File: src/rtl/stereo_fir_filter_assert.svh
// Assertion macros for the stereo FIR filter RTL.
// Included by modules that check their own control logic; no other dependencies.
// Define ASSERT_OFF to compile the checks out.
`ifndef STEREO_FIR_FILTER_ASSERT_SVH
`define STEREO_FIR_FILTER_ASSERT_SVH
`ifndef ASSERT_OFF
// same-cycle implication
`define SFIR_ASSERT_IMP(lbl, clk, rstn, ante, cons) \
  lbl: assert property (@(posedge clk) disable iff (!rstn) (ante) |-> (cons)) \
    else $error("sfir assertion failed");
// next-cycle implication
`define SFIR_ASSERT_NXT(lbl, clk, rstn, ante, cons) \
  lbl: assert property (@(posedge clk) disable iff (!rstn) (ante) |=> (cons)) \
    else $error("sfir assertion failed");
`else
`define SFIR_ASSERT_IMP(lbl, clk, rstn, ante, cons)
`define SFIR_ASSERT_NXT(lbl, clk, rstn, ante, cons)
`endif
`endif

File: src/rtl/sfir_pkg.sv
// Shared types and constants for the stereo FIR filter.
// No dependencies; used by the interfaces, the cell, the MAC and the top level.
package sfir_pkg;

  localparam int DATA_W   = 32;
  localparam int MODE_W   = 2;
  localparam int IDX_W    = 7;
  localparam int TAPS_DEF = 65;

  typedef enum logic [MODE_W-1:0] {
    MODE_FILTER = 2'd0,
    MODE_COEF   = 2'd1,
    MODE_CLEAR  = 2'd2
  } mode_t;

  typedef enum logic [1:0] {
    ST_IDLE,
    ST_RUN,
    ST_DRAIN,
    ST_DONE
  } state_t;

  // one history entry: left sample low, right sample high
  typedef struct packed {
    logic signed [DATA_W-1:0] right;
    logic signed [DATA_W-1:0] left;
  } pair_t;

  // operation broadcast to every cell of the ring
  typedef struct packed {
    logic shift;
    logic rot;
    logic clr;
    logic cwr;
  } cell_ctl_t;

endpackage

File: src/rtl/sfir_mac.sv
// Q31 multiply-accumulate for one channel: registered product, then floor
// shift and saturating add. Depends on sfir_pkg and the assertion header.
`include "stereo_fir_filter_assert.svh"

module sfir_mac (
  input  logic                               clk,
  input  logic                               rst_n,
  input  logic                               clr,
  input  logic                               en,
  input  logic signed [sfir_pkg::DATA_W-1:0] x,
  input  logic signed [sfir_pkg::DATA_W-1:0] h,
  output logic signed [sfir_pkg::DATA_W-1:0] acc
);

  localparam int PW = 2 * sfir_pkg::DATA_W;
  localparam int QW = sfir_pkg::DATA_W + 1;
  localparam int SW = sfir_pkg::DATA_W + 2;

  logic signed [PW-1:0]                 prod_r, prod_nxt;
  logic                                 p_vld_r, p_vld_nxt;
  logic signed [sfir_pkg::DATA_W-1:0]   acc_r, acc_nxt;
  logic signed [PW-1:0]                 shifted;
  logic signed [QW-1:0]                 q;
  logic signed [SW-1:0]                 sum;

  always_comb begin
    prod_nxt  = PW'(x) * PW'(h);
    p_vld_nxt = en;
    // arithmetic shift floors; result fits in DATA_W+1 bits
    shifted   = prod_r >>> (sfir_pkg::DATA_W - 1);
    q         = shifted[QW-1:0];
    sum       = SW'(acc_r) + SW'(q);
    acc_nxt   = acc_r;
    if (clr) begin
      acc_nxt = '0;
    end else if (p_vld_r) begin
      if (sum[SW-1:sfir_pkg::DATA_W-1] == '0 || sum[SW-1:sfir_pkg::DATA_W-1] == '1) begin
        acc_nxt = sum[sfir_pkg::DATA_W-1:0];
      end else if (sum[SW-1]) begin
        acc_nxt = {1'b1, {(sfir_pkg::DATA_W-1){1'b0}}};
      end else begin
        acc_nxt = {1'b0, {(sfir_pkg::DATA_W-1){1'b1}}};
      end
    end
  end

  always_ff @(posedge clk) begin
    if (!rst_n) begin
      p_vld_r <= 1'b0;
      acc_r   <= '0;
    end else begin
      p_vld_r <= p_vld_nxt;
      acc_r   <= acc_nxt;
    end
  end

  always_ff @(posedge clk) begin
    prod_r <= prod_nxt;
  end

  assign acc = acc_r;

  `SFIR_ASSERT_IMP(a_clr_no_pending, clk, rst_n, clr, !p_vld_r)
  `SFIR_ASSERT_IMP(a_clr_not_en, clk, rst_n, en, !clr)
  `SFIR_ASSERT_NXT(a_clr_zeroes, clk, rst_n, clr, acc_r == '0)

endmodule

File: config.mk
export PLATFORM = sky130hd
export DESIGN_NAME = sfir_mac
export DESIGN_NICKNAME = d
export VERILOG_FILES = /design/src/rtl/sfir_pkg.sv /design/src/rtl/sfir_mac.sv
export VERILOG_INCLUDE_DIRS = /design/src /design/src/rtl
export SDC_FILE = /design/constraint.sdc
export NUM_CORES = 2
export LEC_CHECK = 0
export BUFFER_PORTS_ARGS = -buffer_cell sky130_fd_sc_hd__buf_2
export CORE_MARGIN = 5
export CORE_UTILIZATION = 55
export DETAILED_ROUTE_END_ITERATION = 7
export PLACE_DENSITY = 0.74
export SKIP_LAST_GASP = 1
export SLEW_MARGIN = 5
export SYNTH_ARGS = -nofsm -noshare
export SYNTH_HDL_FRONTEND = slang
export SYNTH_SLANG_ARGS = --single-unit
File: constraint.sdc
create_clock -name clk -period 8.2 [get_ports clk]
set_input_delay 1.23 -clock clk [delete_from_list [all_inputs] [get_ports clk]]
set_output_delay 1.23 -clock clk [all_outputs]
set_load 0.05 [all_outputs]
After elaboration in Yosys (flattened, before gate mapping)
Cells that the tools add are included.
- eq/ne operators: 1
- reduce and logical (&&, ||, !) cells: 3
- $mul: 1
- add/subtract/negate cells: 1
- mux-type cells: 2
- bitwise logic cells: 1
- divide/modulo/power cells: 0
- $lt $le $gt $ge: 0
- shift-type cells: 0
- operators by type and width (kind ; count):
    multiplier 32 x 32 -> 64 bit ; 1
    2-to-1 mux 32 bit ; 2
    adder 32 x 33 -> 34 bit ; 1
    equality test 3 bit, second input constant ; 1
    logical NOT 3 bit ; 1
    OR reduction 2 bit ; 1
    logical OR 1 bit ; 1
    NOT 1 bit ; 1
- word-level logic and storage cells: 12
- output and inout port bits: 32
- ROM bits: 0
- latch bits: 0
- input port bits: 68
- register bits: 97
- memories kept: 0
- bits in writable memories: 0

Depth between registers and ports, before layout
- depth after elaboration: 4
- mapped depth: 28
- gate-level depth less buffers: 27

Least setup slack after synthesis
Ideal clock, no wire load.
- path type: input to register
- from: input port x[31] (netlist bit)
- to: register prod_r[63]
- path buffers: 1
- path slack: -409 ps
- setup time: 72 ps
- arrival: 8537 ps
- cell stages on the path: 26
- data required time: 8128 ps
- cells stage by stage: clkbuf_1 > nand2_1 > inv_1 > fa_1 > inv_1 > fa_1 > inv_1 > fa_1 > fa_1 > inv_1 > fa_1 > inv_1 > fa_1 > fa_1 > fa_1 > ha_1 > a21o_1 > a21o_1 > a21oi_1 > o221ai_1 > a221oi_1 > a21bo_2 > a41oi_1 > a21oi_1 > a21oi_1 > xnor2_1
- longest elaborated chain between the ends: 1
- RTL lines (item ; line ; text):
    from (decl) ; sfir_mac.sv:10 ; input logic signed [sfir_pkg::DATA_W-1:0] x,
    multiplier 32 x 32 -> 64 bit ; sfir_mac.sv:27 ; prod_nxt = PW'(x) * PW'(h);
    named net prod_nxt[63] ; sfir_mac.sv:19 ; logic signed [PW-1:0] prod_r, prod_nxt;
    to (signal assigned) ; sfir_mac.sv:58 ; prod_r <= prod_nxt;
    to (decl) ; sfir_mac.sv:19 ;
The timed path passes the listed nets, and every way through them passes these cells.
A chain may end at the register's enable or synchronous reset.

Final worst setup path
- from: input port x[12] (netlist bit)
- to: register prod_r[61]
The elaborated chain is that of the path after synthesis.

==> impl_metrics.ini <==
[setup_path]
critPathCaptureType = flip-flop
crit_fanout = 11
required_ns = 8.42
start_kind = input pin
crit_arrival_ns = 8.24
critical_path_class = input pin to flip-flop

[timing]
worst_pin_slew_ns = 1.018
max_freq_mhz = 124.8
slew_headroom = 0.3193
period_share = 0.9773
hold_violations = 0
layout_setup_ws_ns = 0.1861
drv_slew = 0
fin_crit_ns = 8.014
rsz0062_at_grt = true
final.setup.tns_ns = 0
final.setup_skew_ns = 0.005340
setup_violations = 0

[final_layout]
fillers = 5872
finalCoreUtilization = 0.6127
drive_gt1_frac = 0.1154
finalInstanceArea_mm2 = 0.04283
area.growth.synth_to_final_pct = 10.66
multi_input_area_mm2 = 0.03313
regArea_mm2 = 0.001321
nNetsFinal = 5674

[logic_synthesis]
synth_top_area_frac = 0.5596
syn_inst = 4098
ys_ff_latch = 66
netlist.top_cell.by_area = fa_1
synthesis.nets = 5461
synth-edff-count = 0
netlist_top_cells_area = fa_1, inv_1, and2_1
synth_ff_type = dfxtp_1
postSynthAreaPerCell_um2 = 9.445
synth-seq-area-share = 0.03414
syn-cell-area_mm2 = 0.03870
yosysWarnings = 0
synth.distinct_cells = 67
async_flop_share = 0

[clock_tree]
worstSkewPairLatency_ns = 0.33
cts.sinks = 66
clk_path_buf_depth = 2
cts_made_buffers = 9
path_clk_slew_ns = 0.06
clockRootBuffer = clkbuf_16
cts_max_level = 3
cts_tree = yes

[grt]
grt_max_degree = 35
grt_pass1_vias = 31720
antenna_found_initial = 2
track_usage = 0.2692
grt_pass1_wl_um = 162400
overflow = 0

[drt]
routed_wl_um = 96580
drt_first_pass_iters = 7
drc = 0
via_per_inst = 5.295
vias = 27850
first_iter_violations = 1623
drtAntennaViolNets = 0
wl_per_cell_um = 18.36

[min_path]
hold_class = flip-flop to flip-flop

[flow_run]
cap_violations = 0

[die]
core_mm2 = 0.06991
die_height_um = 275.3
die-width_um = 275.3
ios = 100
start_util = 0.5537
die-area_mm2 = 0.07578
rows = 97

[place]
place_area_mm2 = 0.04218
pre_cts_ws_ns = -0.3646
hpwl_um = 85960
io_buffers = 99
routabilityCongestion = 0.9188

[status]
status = finished clean
==> metrics by stage <==
step	instances	hold WS (ns)
global placement	5237	0.5312
detailed placement	5237	0.5446
finish	5260	0.5526
global route	5257	0.5829
floorplan	4098	0.5640
CTS	5253	0.5554
==> metal layers <==
metal,vias up,track usage,share of wire,routed length [um]
met5,-,0,0,0
met2,850,0.4847,0.53,50970
li1,12270,-,-,-
met3,257,0.02895,0.052,5060
met4,0,0.1162,0.053,5089
met1,14480,0.3299,0.37,35460
==> worst max-delay path, stage by stage <==
cell and delay (ns):
clkbuf_4 0.21, buf_4 0.23, and2_1 0.18, fa_1 0.53, inv_1 0.05, fa_1 0.48
inv_1 0.05, fa_1 0.47, fa_1 0.60, fa_1 0.48, fa_1 0.52, fa_1 0.46
fa_1 0.56, ha_4 0.23, a21oi_1 0.17, o211ai_1 0.12, a221oi_2 0.40, o31a_1 0.20
a31oi_1 0.05, buf_4 0.19, a21bo_2 0.22, a41oi_2 0.22, nand2b_1 0.13, a21oi_2 0.16
xnor2_1 0.07
==> kinds of logic after synthesis <==
group                      after synthesis  share of synthesized area
AOI/OAI and AO/OA                      281                    0.04717
adders and majority gates             1295                     0.6285
DFF                                     66                    0.03414
xor gates and xnor gates                72                    0.01649
muxes                                    3                  0.0008405
and+or+nand+nor                       1195                     0.1569
buffers and inverters                 1186                     0.1160
==> synthesized netlist by cell type, types with 21 or more instances <==
cell,instances
fa_1,1082
inv_1,974
nand2_1,536
and2_1,517
ha_1,213
clkbuf_1,203
a21oi_1,85
dfxtp_1,66
o21ai_0,59
xnor2_1,50
a21o_1,38
nor2b_1,34
nor2_1,26
xor2_1,21
==> cell usage in the layout (no fill, tap or decap), drive strengths merged, types with 4 or more instances in the layout <==
| master | instances |
|---|---|
| fa | 1082 |
| inv | 974 |
| nand2 | 537 |
| and2 | 517 |
| buf | 397 |
| ha | 213 |
| a21oi | 96 |
| dfxtp | 66 |
| o21ai | 65 |
| xnor2 | 50 |
| a21o | 38 |
| nor2b | 34 |
| nor2 | 26 |
| clkbuf | 26 |
| xor2 | 22 |
| nand3 | 19 |
| nand4 | 15 |
| nand2b | 12 |
| a31oi | 10 |
| a211oi | 9 |
| o21a | 8 |
| o21bai | 8 |
| and3 | 7 |
| nor3 | 7 |
| a2111oi | 7 |
| o211ai | 6 |
| and4 | 5 |
| a221oi | 5 |
| diode | 4 |
| a211o | 4 |
==> final timing paths <==
path / to / depth (start not counted) / from / slack (ns)
setup reg to reg: acc[28] / 13 / acc[0] / 4.43
hold / removal: acc[15] / 2 / acc[15] / 0.55
setup / recovery: prod_r[61] / 25 / x[12] / 0.19
hold reg to reg: acc[15] / 2 / acc[15] / 0.55
==> area by class of cell <==
cell class / count / share of cell area
Sequential cell: 66 / 0.03085
Clock inverter: 7 / 0.002921
Tap cell: 940 / 0.02746
Inverter: 974 / 0.08544
Timing Repair Buffer: 414 / 0.07431
Antenna cell: 4 / 0.0002337
Multi-Input combinational cell: 2846 / 0.7735
Clock buffer: 9 / 0.005258
==> registers in the layout (all words and copies together) (netlist names) <==
| signal | count |
|---|---|
| acc | 32 |
| prod_r | 33 |
| p_vld_r | 1 |
==> what timing repair did <==
action	in CTS	in global routing
hold buffers	0	0
resized for setup	1	66
pin swaps	1	27
buffers inserted	0	3
setup endpoints to repair	3	22
Power is not shown: default switching activity piles up to over one toggle a cycle in this logic, so the estimate is an artifact.
