`config.mk`:
```
export PLATFORM = sky130hd
export DESIGN_NAME = sfir_cell
export DESIGN_NICKNAME = d
export VERILOG_FILES = /design/src/rtl/stereo_fir_filter_assert.svh /design/src/rtl/sfir_pkg.sv /design/src/rtl/sfir_cell.sv
export SDC_FILE = /design/constraint.sdc
export NUM_CORES = 1
export LEC_CHECK = 0
export BUFFER_PORTS_ARGS = -buffer_cell sky130_fd_sc_hd__buf_2
export CORE_AREA = 2 2 115 117
export CTS_CLUSTER_SIZE = 8
export DETAILED_ROUTE_END_ITERATION = 8
export DIE_AREA = 0 0 117 119
export PLACE_DENSITY = 0.68
export SYNTH_ARGS = -nofsm -noshare
export SYNTH_HDL_FRONTEND = slang
export SYNTH_SLANG_ARGS = --single-unit
```
`constraint.sdc`:
```
create_clock -name clk -period 1.7 [get_ports clk]
set_input_delay 0.34 -clock clk [delete_from_list [all_inputs] [get_ports clk]]
set_output_delay 0.34 -clock clk [all_outputs]
set_load 0.02 [all_outputs]
```
`src/rtl/stereo_fir_filter_assert.svh`:
```
// Assertion macros for the stereo FIR filter RTL.
// Included by modules that check their own control logic; no other dependencies.
// Define ASSERT_OFF to compile the checks out.
`ifndef STEREO_FIR_FILTER_ASSERT_SVH
`define STEREO_FIR_FILTER_ASSERT_SVH
`ifndef ASSERT_OFF
// same-cycle implication
`define SFIR_ASSERT_IMP(lbl, clk, rstn, ante, cons) \
  lbl: assert property (@(posedge clk) disable iff (!rstn) (ante) |-> (cons)) \
    else $error("sfir assertion failed");
// next-cycle implication
`define SFIR_ASSERT_NXT(lbl, clk, rstn, ante, cons) \
  lbl: assert property (@(posedge clk) disable iff (!rstn) (ante) |=> (cons)) \
    else $error("sfir assertion failed");
`else
`define SFIR_ASSERT_IMP(lbl, clk, rstn, ante, cons)
`define SFIR_ASSERT_NXT(lbl, clk, rstn, ante, cons)
`endif
`endif

```
`src/rtl/sfir_pkg.sv`:
```
// Shared types and constants for the stereo FIR filter.
// No dependencies; used by the interfaces, the cell, the MAC and the top level.
package sfir_pkg;

  localparam int DATA_W   = 32;
  localparam int MODE_W   = 2;
  localparam int IDX_W    = 7;
  localparam int TAPS_DEF = 65;

  typedef enum logic [MODE_W-1:0] {
    MODE_FILTER = 2'd0,
    MODE_COEF   = 2'd1,
    MODE_CLEAR  = 2'd2
  } mode_t;

  typedef enum logic [1:0] {
    ST_IDLE,
    ST_RUN,
    ST_DRAIN,
    ST_DONE
  } state_t;

  // one history entry: left sample low, right sample high
  typedef struct packed {
    logic signed [DATA_W-1:0] right;
    logic signed [DATA_W-1:0] left;
  } pair_t;

  // operation broadcast to every cell of the ring
  typedef struct packed {
    logic shift;
    logic rot;
    logic clr;
    logic cwr;
  } cell_ctl_t;

endpackage

```
`src/rtl/sfir_cell.sv`:
```
// One cell of the history/coefficient ring: holds one sample pair and one tap.
// Depends on sfir_pkg; instantiated TAPS times by stereo_fir_filter.
module sfir_cell (
  input  logic                               clk,
  input  logic                               rst_n,
  input  sfir_pkg::cell_ctl_t                ctl,
  input  logic                               sel,
  input  sfir_pkg::pair_t                    hist_prev,
  input  sfir_pkg::pair_t                    hist_next,
  input  logic signed [sfir_pkg::DATA_W-1:0] coef_next,
  input  logic signed [sfir_pkg::DATA_W-1:0] coef_wval,
  output sfir_pkg::pair_t                    hist,
  output logic signed [sfir_pkg::DATA_W-1:0] coef
);

  sfir_pkg::pair_t                    hist_r, hist_nxt;
  logic signed [sfir_pkg::DATA_W-1:0] coef_r, coef_nxt;

  always_comb begin
    hist_nxt = hist_r;
    if (ctl.clr) begin
      hist_nxt = '0;
    end else if (ctl.shift) begin
      hist_nxt = hist_prev;
    end else if (ctl.rot) begin
      hist_nxt = hist_next;
    end

    coef_nxt = coef_r;
    if (ctl.cwr && sel) begin
      coef_nxt = coef_wval;
    end else if (ctl.rot) begin
      coef_nxt = coef_next;
    end
  end

  always_ff @(posedge clk) begin
    if (!rst_n) begin
      hist_r <= '0;
      coef_r <= '0;
    end else begin
      hist_r <= hist_nxt;
      coef_r <= coef_nxt;
    end
  end

  assign hist = hist_r;
  assign coef = coef_r;

endmodule

```
Word level (Yosys, flattened, before mapping)
Index checks and enable logic that the tools add are counted.
- input port bits: 199
- output and inout bits: 96
- register bits: 96
- mux-type cells: 4
- reductions and logical operators: 4
- bitwise operators: 1
- operator list (kind ; number):
    $mux 64 ; 2
    $mux 32 ; 2
    $reduce_bool 2->1 ; 2
    $reduce_or 2->1 ; 1
    $logic_and 1x1->1 ; 1
    $not 1->1 ; 1

Logic depth before layout (Yosys ltp)
Gate-level depths: netlist of the first run.
- depth after elaboration: 2
- gate-level depth with buffers: 5
- mapped depth without buffers: 2

Worst setup path after synthesis of the first run
OpenSTA, ideal clock, no wires.
- path kind: input-to-reg
- start: in ctl[2] in the netlist's numbering
- end: reg coef_r, in the netlist coef[10]
- path slack: 421 ps
- cell stages on the path: 4
- arrival: 1163 ps
- data required time: 1584 ps
- buffers on the path: 2
- library setup time: 116 ps
- cell sequence: buf_6 buf_2 mux2_2 o211a_1
- word-level cells in the longest chain between the ends: 1
- ends and longest elaborated chain (item ; line ; RTL):
    from (decl) ; sfir_cell.sv:6 ; input sfir_pkg::cell_ctl_t ctl,
    $reduce_bool 2->1 (no line) ; n/a ;
    to (signal assigned) ; sfir_cell.sv:43 ; coef_r <= coef_nxt;
    to (decl) ; sfir_cell.sv:17 ; logic signed [sfir_pkg::DATA_W-1:0] coef_r, coef_nxt;
No other way between the ends.
A chain may end at the register's enable or synchronous reset.

Worst setup path after layout of the first run
- start: reg coef_r, in the netlist coef[0]
- end: out coef[0] in the netlist's numbering
- RTL lines (item ; line ; RTL):
    to (decl) ; sfir_cell.sv:13 ; output logic signed [sfir_pkg::DATA_W-1:0] coef
No word-level cell between the ends.

==> results of run 1 <==
-- registers in the layout (all words and copies together) (netlist names) --
name / count
hist: 64
coef: 32
-- worst reg2reg max path, stage by stage, from the launching register on --
cell and delay [ps]:
dfxtp_1 320, mux2_2 260, o211a_1 210
-- layout make-up --
class                           count  share of cell area [%]
Timing Repair Buffer              309                    25.6
Inverter                            1                  0.0574
Tap cell                          176                    3.37
Antenna cell                        1                  0.0383
Clock inverter                      1                  0.0766
Clock buffer                       13                    3.83
Multi-Input combinational cell    290                    37.6
Sequential cell                    96                    29.4
-- routing by layer --
metal	share of wire, %	routed length, µm	track usage, %
met1	40	5630	22.4
met2	48	6710	33.7
met3	8.3	1160	5.60
met4	3.2	452	8.90
met5	0	0	0
-- where the power goes --
group / internal [mW] / switching (mW)
clock: 1.02 / 0.805
combinational: 0.546 / 0.577
sequential: 2.39 / 0.0659
-- cell usage after synthesis, drive strengths merged --
master  number
a211oi      64
buf         20
nor2b       64
o211a       32
mux2i       64
and2         1
mux2        32
nand3b      32
dfxtp       96
nand2b       1
inv          1
clkbuf      27
-- cell families (layout without fill, tap and decap cells) --
kind of cell           count (synthesis)  after routing  synth area share (%)
other                                  0              1                     0
flip-flops                            96             96                  41.4
multiplexers                          96             96                  21.5
AND/OR/NAND/NOR                       98             98                  14.1
buffers and inverters                 48            324                  5.79
AO/OA/AOI/OAI                         96             96                  17.2
-- placed cells by master, fill, tap and decap left out --
cell	instances
inv_2	1
and2_1	1
diode_2	1
clkbuf_8	1
clkbuf_1	3
dfxtp_1	96
buf_2	293
mux2_2	32
buf_4	9
buf_12	7
nand3b_1	32
nand2b_2	1
a211oi_1	64
o211a_1	32
clkinv_2	1
mux2i_1	64
clkbuf_16	9
nor2b_1	64
-- final timing paths --
check	endpoint	startpoint	slack, ps
min	hist[62]	hist_prev[62]	290
min reg2reg	hist[41]	hist[41]	550
max reg2reg	coef[20]	coef[20]	810
max	coef[0]	coef[0]	490
==> results.json, run 1 <==
{
  "syn_area_um2": 4650,
  "routed_wl_um": 13900,
  "critPathRequiredTime_ps": 1360,
  "cts.sinks": 96,
  "cts-root-buf": "clkbuf_16",
  "avgRoutedWirePerCell_um": 15.7,
  "fin_nets": 906,
  "path_buf_inv": 1,
  "crit_path_max_incr_delay_ps": 350,
  "dieWidth_um": 117,
  "preCtsSetupSlack_ps": 298,
  "synth_top_area_share_pct": 41.4,
  "cts_tree": "done",
  "fmax_mhz": 825,
  "critPathMaxFanout": 2,
  "overflow": 0,
  "period_share_pct": 71.3,
  "netlist_instances": 434,
  "dp_cells": 872,
  "criticalPathCategory": "flip-flop to output pin",
  "htree_levels": 3,
  "final_hold_viol_count": 0,
  "first_iter_violations": 155,
  "placed_area_um2": 6280,
  "setup_violations": 0,
  "maxCapViolCount": 0,
  "final_cells": 887,
  "postCtsSetupRepairBufs": 0,
  "clk_path_buf_depth": 2,
  "avgSynthCellArea_um2": 10.7,
  "setup_ws_ps": 487,
  "fin_hold_ws_ps": 294,
  "design_area_um2": 6540,
  "final_util_pct": 50.8,
  "firstDrtPassIters": 4,
  "max_slew_margin_pct": 70.2,
  "cpLargestDelayFamily": "flip-flops",
  "grt_pass1_vias": 4501,
  "clk_pin_slew_ps": 60,
  "yosysSeqAreaShare_pct": 41.4,
  "arrival_ps": 870,
  "initial_utilization_pct": 36.1,
  "synth_fp_nets": 633,
  "syn_to_final_growth_pct": 40.7,
  "yosys-top-cells-area": "dfxtp_1, mux2i_1, a211oi_1",
  "routabilityCongestion": 0.851,
  "cp-end-kind": "output pin",
  "drcViolationCount": 0,
  "ys_types": 15,
  "slew_viol_final": 0,
  "nFillCells": 1173,
  "power_per_cell_area_nw_per_um2": 826,
  "via_per_inst": 4.96,
  "path_depth": 1,
  "groute.usage.overall_pct": 19.7,
  "crit_chain": "buf_2",
  "holdPathStages": 3,
  "grt_antenna_before_repair": 1,
  "grt_pass1_wl_um": 21700,
  "regArea_um2": 1920,
  "multiInputGateArea_um2": 2460,
  "cts_buffers": 9,
  "cts.hold.buffers_added": 0,
  "grt_start_max_net_pins": 65,
  "io_pins": 295,
  "rows": 42,
  "synth_largest_area_cell": "dfxtp_1",
  "die_h_um": 119,
  "period_minus_slack_ps": 1210,
  "core-area_um2": 12900,
  "p_leak_nw": 3.43,
  "fp.dieArea_um2": 13900,
  "layout-drive-gt1-share_pct": 49.9,
  "cts_resized": 0,
  "status": "completed",
  "finalPower_mw": 5.40,
  "postRouteAntennaNets": 0,
  "io_buffers": 294,
  "ir_worst_vdd_uv": 478,
  "hp-class": "primary input to flip-flop",
  "ys_warn_count": 0,
  "tightest_slew_ps": 447,
  "clk_latency_ps": 340,
  "rsz0062_at_grt": "false",
  "r2r_cells": 2,
  "dp_hpwl_um": 10300,
  "start_kind": "flip-flop",
  "tns_ps": 0,
  "synth-seq-cells": 96,
  "vias": 4398,
  "clock_skew_ps": 0,
  "slowest_stage": "dfxtp_1"
}
(Power assumes the default switching activity.)
==> inputs of run 2 (changes only) <==
--- a/config.mk
+++ b/config.mk
@@ -6,11 +6,11 @@
 export NUM_CORES = 1
 export LEC_CHECK = 0
 export BUFFER_PORTS_ARGS = -buffer_cell sky130_fd_sc_hd__buf_2
-export CORE_AREA = 2 2 115 117
+export CORE_AREA = 2 2 116 118
 export CTS_CLUSTER_SIZE = 8
 export DETAILED_ROUTE_END_ITERATION = 8
-export DIE_AREA = 0 0 117 119
-export PLACE_DENSITY = 0.68
+export DIE_AREA = 0 0 118 120
+export PLACE_DENSITY = 0.69
 export SYNTH_ARGS = -nofsm -noshare
 export SYNTH_HDL_FRONTEND = slang
 export SYNTH_SLANG_ARGS = --single-unit
==> constraint.sdc (replaced) <==
create_clock -name clk -period 1.1 [get_ports clk]
set_input_delay 0.22 -clock clk [delete_from_list [all_inputs] [get_ports clk]]
set_output_delay 0.22 -clock clk [all_outputs]
set_load 0.02 [all_outputs]
==> results.json, run 2 (synthesized netlist as in run 1, its figures left out) <==
{
  "drcViolationCount": 0,
  "clk_pin_slew_ps": 60,
  "slew_viol_final": 0,
  "first_iter_violations": 172,
  "avgRoutedWirePerCell_um": 15.3,
  "routed_wl_um": 13700,
  "overflow": 0,
  "power_per_cell_area_nw_per_um2": 1360,
  "via_per_inst": 4.90,
  "setup_ws_ps": 35.9,
  "fp.dieArea_um2": 14200,
  "dp_cells": 882,
  "nFillCells": 1193,
  "final_util_pct": 52.5,
  "rows": 42,
  "criticalPathCategory": "flip-flop to output pin",
  "start_kind": "flip-flop",
  "maxCapViolCount": 0,
  "final_common_cell": "buf_2",
  "period_share_pct": 96.7,
  "tns_ps": 0,
  "ir_worst_vdd_uv": 790,
  "max_slew_margin_pct": 82.0,
  "placed_area_um2": 6360,
  "cpLargestDelayFamily": "flip-flops",
  "setup_violations": 0,
  "cts_tree": "done",
  "core-area_um2": 13000,
  "cts_buffers": 9,
  "fmax_mhz": 940,
  "design_area_um2": 6810,
  "syn_to_final_growth_pct": 46.6,
  "groute.usage.overall_pct": 18.5,
  "routabilityCongestion": 0.854,
  "crit_path_max_incr_delay_ps": 350,
  "fin_hold_ws_ps": 162,
  "largest_reg_flops": 64,
  "grt_antenna_before_repair": 1,
  "final_cells": 898,
  "cts.sinks": 96,
  "p_leak_nw": 3.54,
  "io_buffers": 294,
  "die_h_um": 120,
  "arrival_ps": 840,
  "final_hold_viol_count": 0,
  "status": "completed",
  "vias": 4397,
  "finalPower_mw": 9.26,
  "fin_nets": 916,
  "critPathMaxFanout": 2,
  "period_minus_slack_ps": 1060,
  "dieWidth_um": 118,
  "rsz0062_at_grt": "false",
  "io_pins": 295,
  "clk_latency_ps": 340,
  "cp-end-kind": "output pin",
  "firstDrtPassIters": 4,
  "cts_resized": 5,
  "layout-drive-gt1-share_pct": 52.1,
  "slowest_stage": "dfxtp_1",
  "path_buf_inv": 1,
  "preCtsSetupSlack_ps": -101,
  "htree_levels": 3,
  "postCtsSetupRepairBufs": 0,
  "dp_hpwl_um": 10400,
  "cts.hold.buffers_added": 0,
  "clock_skew_ps": 0,
  "grt_start_max_net_pins": 53,
  "postRouteAntennaNets": 0,
  "hp-class": "primary input to flip-flop",
  "crit_chain": "buf_4",
  "clk_path_buf_depth": 2,
  "critPathRequiredTime_ps": 880,
  "layout_common_cells": "buf_2, dfxtp_1, mux2i_1, nor2b_1, a211oi_1",
  "diodes": 0,
  "cts-root-buf": "clkbuf_16",
  "initial_utilization_pct": 35.8,
  "grt_pass1_vias": 4413,
  "tightest_slew_ps": 270,
  "grt_pass1_wl_um": 21300
}
## run 2: final timing paths
kind                                    from        to  slack (ps)  depth (start not counted)
worst max-delay path                 hist[3]   hist[3]          40                          1
worst min-delay path            hist_prev[1]   hist[1]         160                          3
worst max register to register      coef[15]  coef[15]         210                          2
worst min register to register      hist[26]  hist[26]         550                          2
## run 2: layer usage
layer	GRT usage, %	part of all wire, %	routed length (µm)	vias up
met1	21.3	42	5720	2021
li1	-	-	-	2158
met2	32.3	49	6740	184
met3	4.47	6.4	875	32
met5	0	0.095	13	-
met4	8.96	2.8	383	2
## run 2: cell type report
type	instances	area, µm²	area share [%]
Clock buffer	11	253	3.71
Clock inverter	5	103	1.51
Sequential cell	96	1930	28.3
Tap cell	176	220	3.23
Timing Repair Buffer	319	1840	27.1
Multi-Input combinational cell	290	2460	36.1
Inverter	1	3.75	0.0551
## run 2: where the power goes
| group | switching, mW | internal (mW) |
|---|---|---|
| sequential | 0.102 | 3.69 |
| combinational | 0.898 | 0.911 |
| clock | 1.31 | 2.34 |
| total | 2.32 | 6.94 |
==> inputs of run 3 (changes only) <==
--- a/config.mk
+++ b/config.mk
@@ -7,10 +7,10 @@
 export LEC_CHECK = 0
 export BUFFER_PORTS_ARGS = -buffer_cell sky130_fd_sc_hd__buf_2
 export CORE_AREA = 2 2 116 118
-export CTS_CLUSTER_SIZE = 8
 export DETAILED_ROUTE_END_ITERATION = 8
 export DIE_AREA = 0 0 118 120
-export PLACE_DENSITY = 0.69
+export PLACE_DENSITY = 0.84
+export SETUP_SLACK_MARGIN = 0.4
 export SYNTH_ARGS = -nofsm -noshare
 export SYNTH_HDL_FRONTEND = slang
 export SYNTH_SLANG_ARGS = --single-unit
==> results.json, run 3 (synthesized netlist as in run 1, its figures left out) <==
{
  "status": "completed",
  "grt_pass1_wl_um": 25700,
  "grt_pass1_vias": 5010,
  "first_iter_violations": 171,
  "slowest_stage": "dfxtp_2",
  "grt_antenna_before_repair": 2,
  "period_minus_slack_ps": 1050,
  "fmax_mhz": 949,
  "routabilityCongestion": 0.784,
  "htree_levels": 3,
  "criticalPathCategory": "flip-flop to output pin",
  "clk_latency_ps": 340,
  "drcViolationCount": 0,
  "clk_path_buf_depth": 2,
  "rsz0062_at_grt": "true",
  "slew_viol_final": 0,
  "vias": 4878,
  "ir_worst_vdd_uv": 731,
  "crit_end": "hist[28]",
  "cts-root-buf": "clkbuf_16",
  "layout-drive-gt1-share_pct": 69.4,
  "core-area_um2": 13000,
  "arrival_ps": 830,
  "r2r_end": "coef[13]",
  "groute.usage.overall_pct": 23.1,
  "grt_start_max_net_pins": 44,
  "fin_hold_ws_ps": 151,
  "avgRoutedWirePerCell_um": 18.9,
  "largest_reg_flops": 64,
  "path_buf_inv": 1,
  "crit_chain": "buf_6",
  "overflow": 0,
  "die_h_um": 120,
  "routed_wl_um": 17600,
  "rows": 42,
  "dieWidth_um": 118,
  "syn_to_final_growth_pct": 77.2,
  "cp-startpoint": "hist[28]",
  "reg2reg_slack_ps": 70,
  "firstDrtPassIters": 4,
  "maxCapViolCount": 0,
  "clock_skew_ps": 0,
  "io_pins": 295,
  "final_util_pct": 63.4,
  "r2r_cells": 3,
  "power_per_cell_area_nw_per_um2": 1150,
  "via_per_inst": 5.24,
  "final_hold_viol_count": 0,
  "postRouteAntennaNets": 0,
  "period_share_pct": 95.8,
  "setup_violations": 0,
  "crit_path_max_incr_delay_ps": 360,
  "p_leak_nw": 4.04,
  "initial_utilization_pct": 35.8,
  "hp-class": "primary input to flip-flop",
  "cts_tree": "done",
  "fp.dieArea_um2": 14200,
  "tightest_slew_ps": 330,
  "dp_hpwl_um": 10100,
  "cp-end-kind": "output pin",
  "clk_pin_slew_ps": 70,
  "cts.sinks": 96,
  "cts.hold.buffers_added": 0,
  "path_depth": 1,
  "io_buffers": 294,
  "critPathMaxFanout": 2,
  "setup_ws_ps": 45.7,
  "dp_cells": 877,
  "fin_nets": 949,
  "preCtsSetupSlack_ps": -127,
  "cts_buffers": 9,
  "final_cells": 931,
  "cpLargestDelayFamily": "flip-flops",
  "layout_common_cells": "buf_2, buf_6, dfxtp_2",
  "critPathRequiredTime_ps": 880,
  "finalPower_mw": 9.48,
  "max_slew_margin_pct": 78.0,
  "final_common_cell": "buf_2",
  "r2r_start": "coef[13]",
  "start_kind": "flip-flop"
}
[run 3: area by class of cell]
cell class / instances / area, µm²
timing repair buffer: 352 / 2990
multi-input combinational: 290 / 2680
tap: 176 / 220
inverter: 1 / 3.75
clock buffer: 12 / 267
antenna: 1 / 2.50
fill: 937 / 4750
sequential: 96 / 2040
clock inverter: 3 / 25.0
[run 3: repair_timing]
action,4_1_cts,5_1_grt
setup buffers,16,10
setup endpoints to repair,191,192
pin swaps,23,7
cloned,12,0
gates resized for setup,312,31
[run 3: stage by stage]
stage               setup TNS [ps]  area (µm²)
floorplan                        0        4840
global placement             -4550        6460
detailed placement           -6140        6460
CTS                              0        8010
global route                     0        8230
finish                           0        8230
[run 3: layer usage]
metal	vias up	global-route usage [%]	share of wire [%]
li1	2231	-	-
met1	2351	25.1	38
met2	249	41.5	52
met3	45	6.56	7.2
met4	2	10.6	3.2
met5	-	0	0.063
[run 3: power breakdown]
group,internal [mW],switching [mW],leakage [nW],total (mW)
Combinational,1.41,1.07,3.07,2.47
Clock,1.72,1.39,0.141,3.11
Sequential,3.73,0.165,0.826,3.90
[run 3: worst min-delay path by stage]
stage	cells past startpoint	from	to	slack [ps]
after floorplan	2	hist_prev[55]	hist[55]	400
after global placement	3	hist_prev[29]	hist[29]	520
after detailed placement	2	rst_n	coef[30]	520
after CTS	3	hist_prev[21]	hist[21]	140
after global routing	3	hist_prev[61]	hist[61]	150
final	3	hist_prev[41]	hist[41]	150
[run 3: worst min-delay path, stage by stage]
cell	delay, ps
buf_2	90
nor2b_1	100
a211oi_1	50
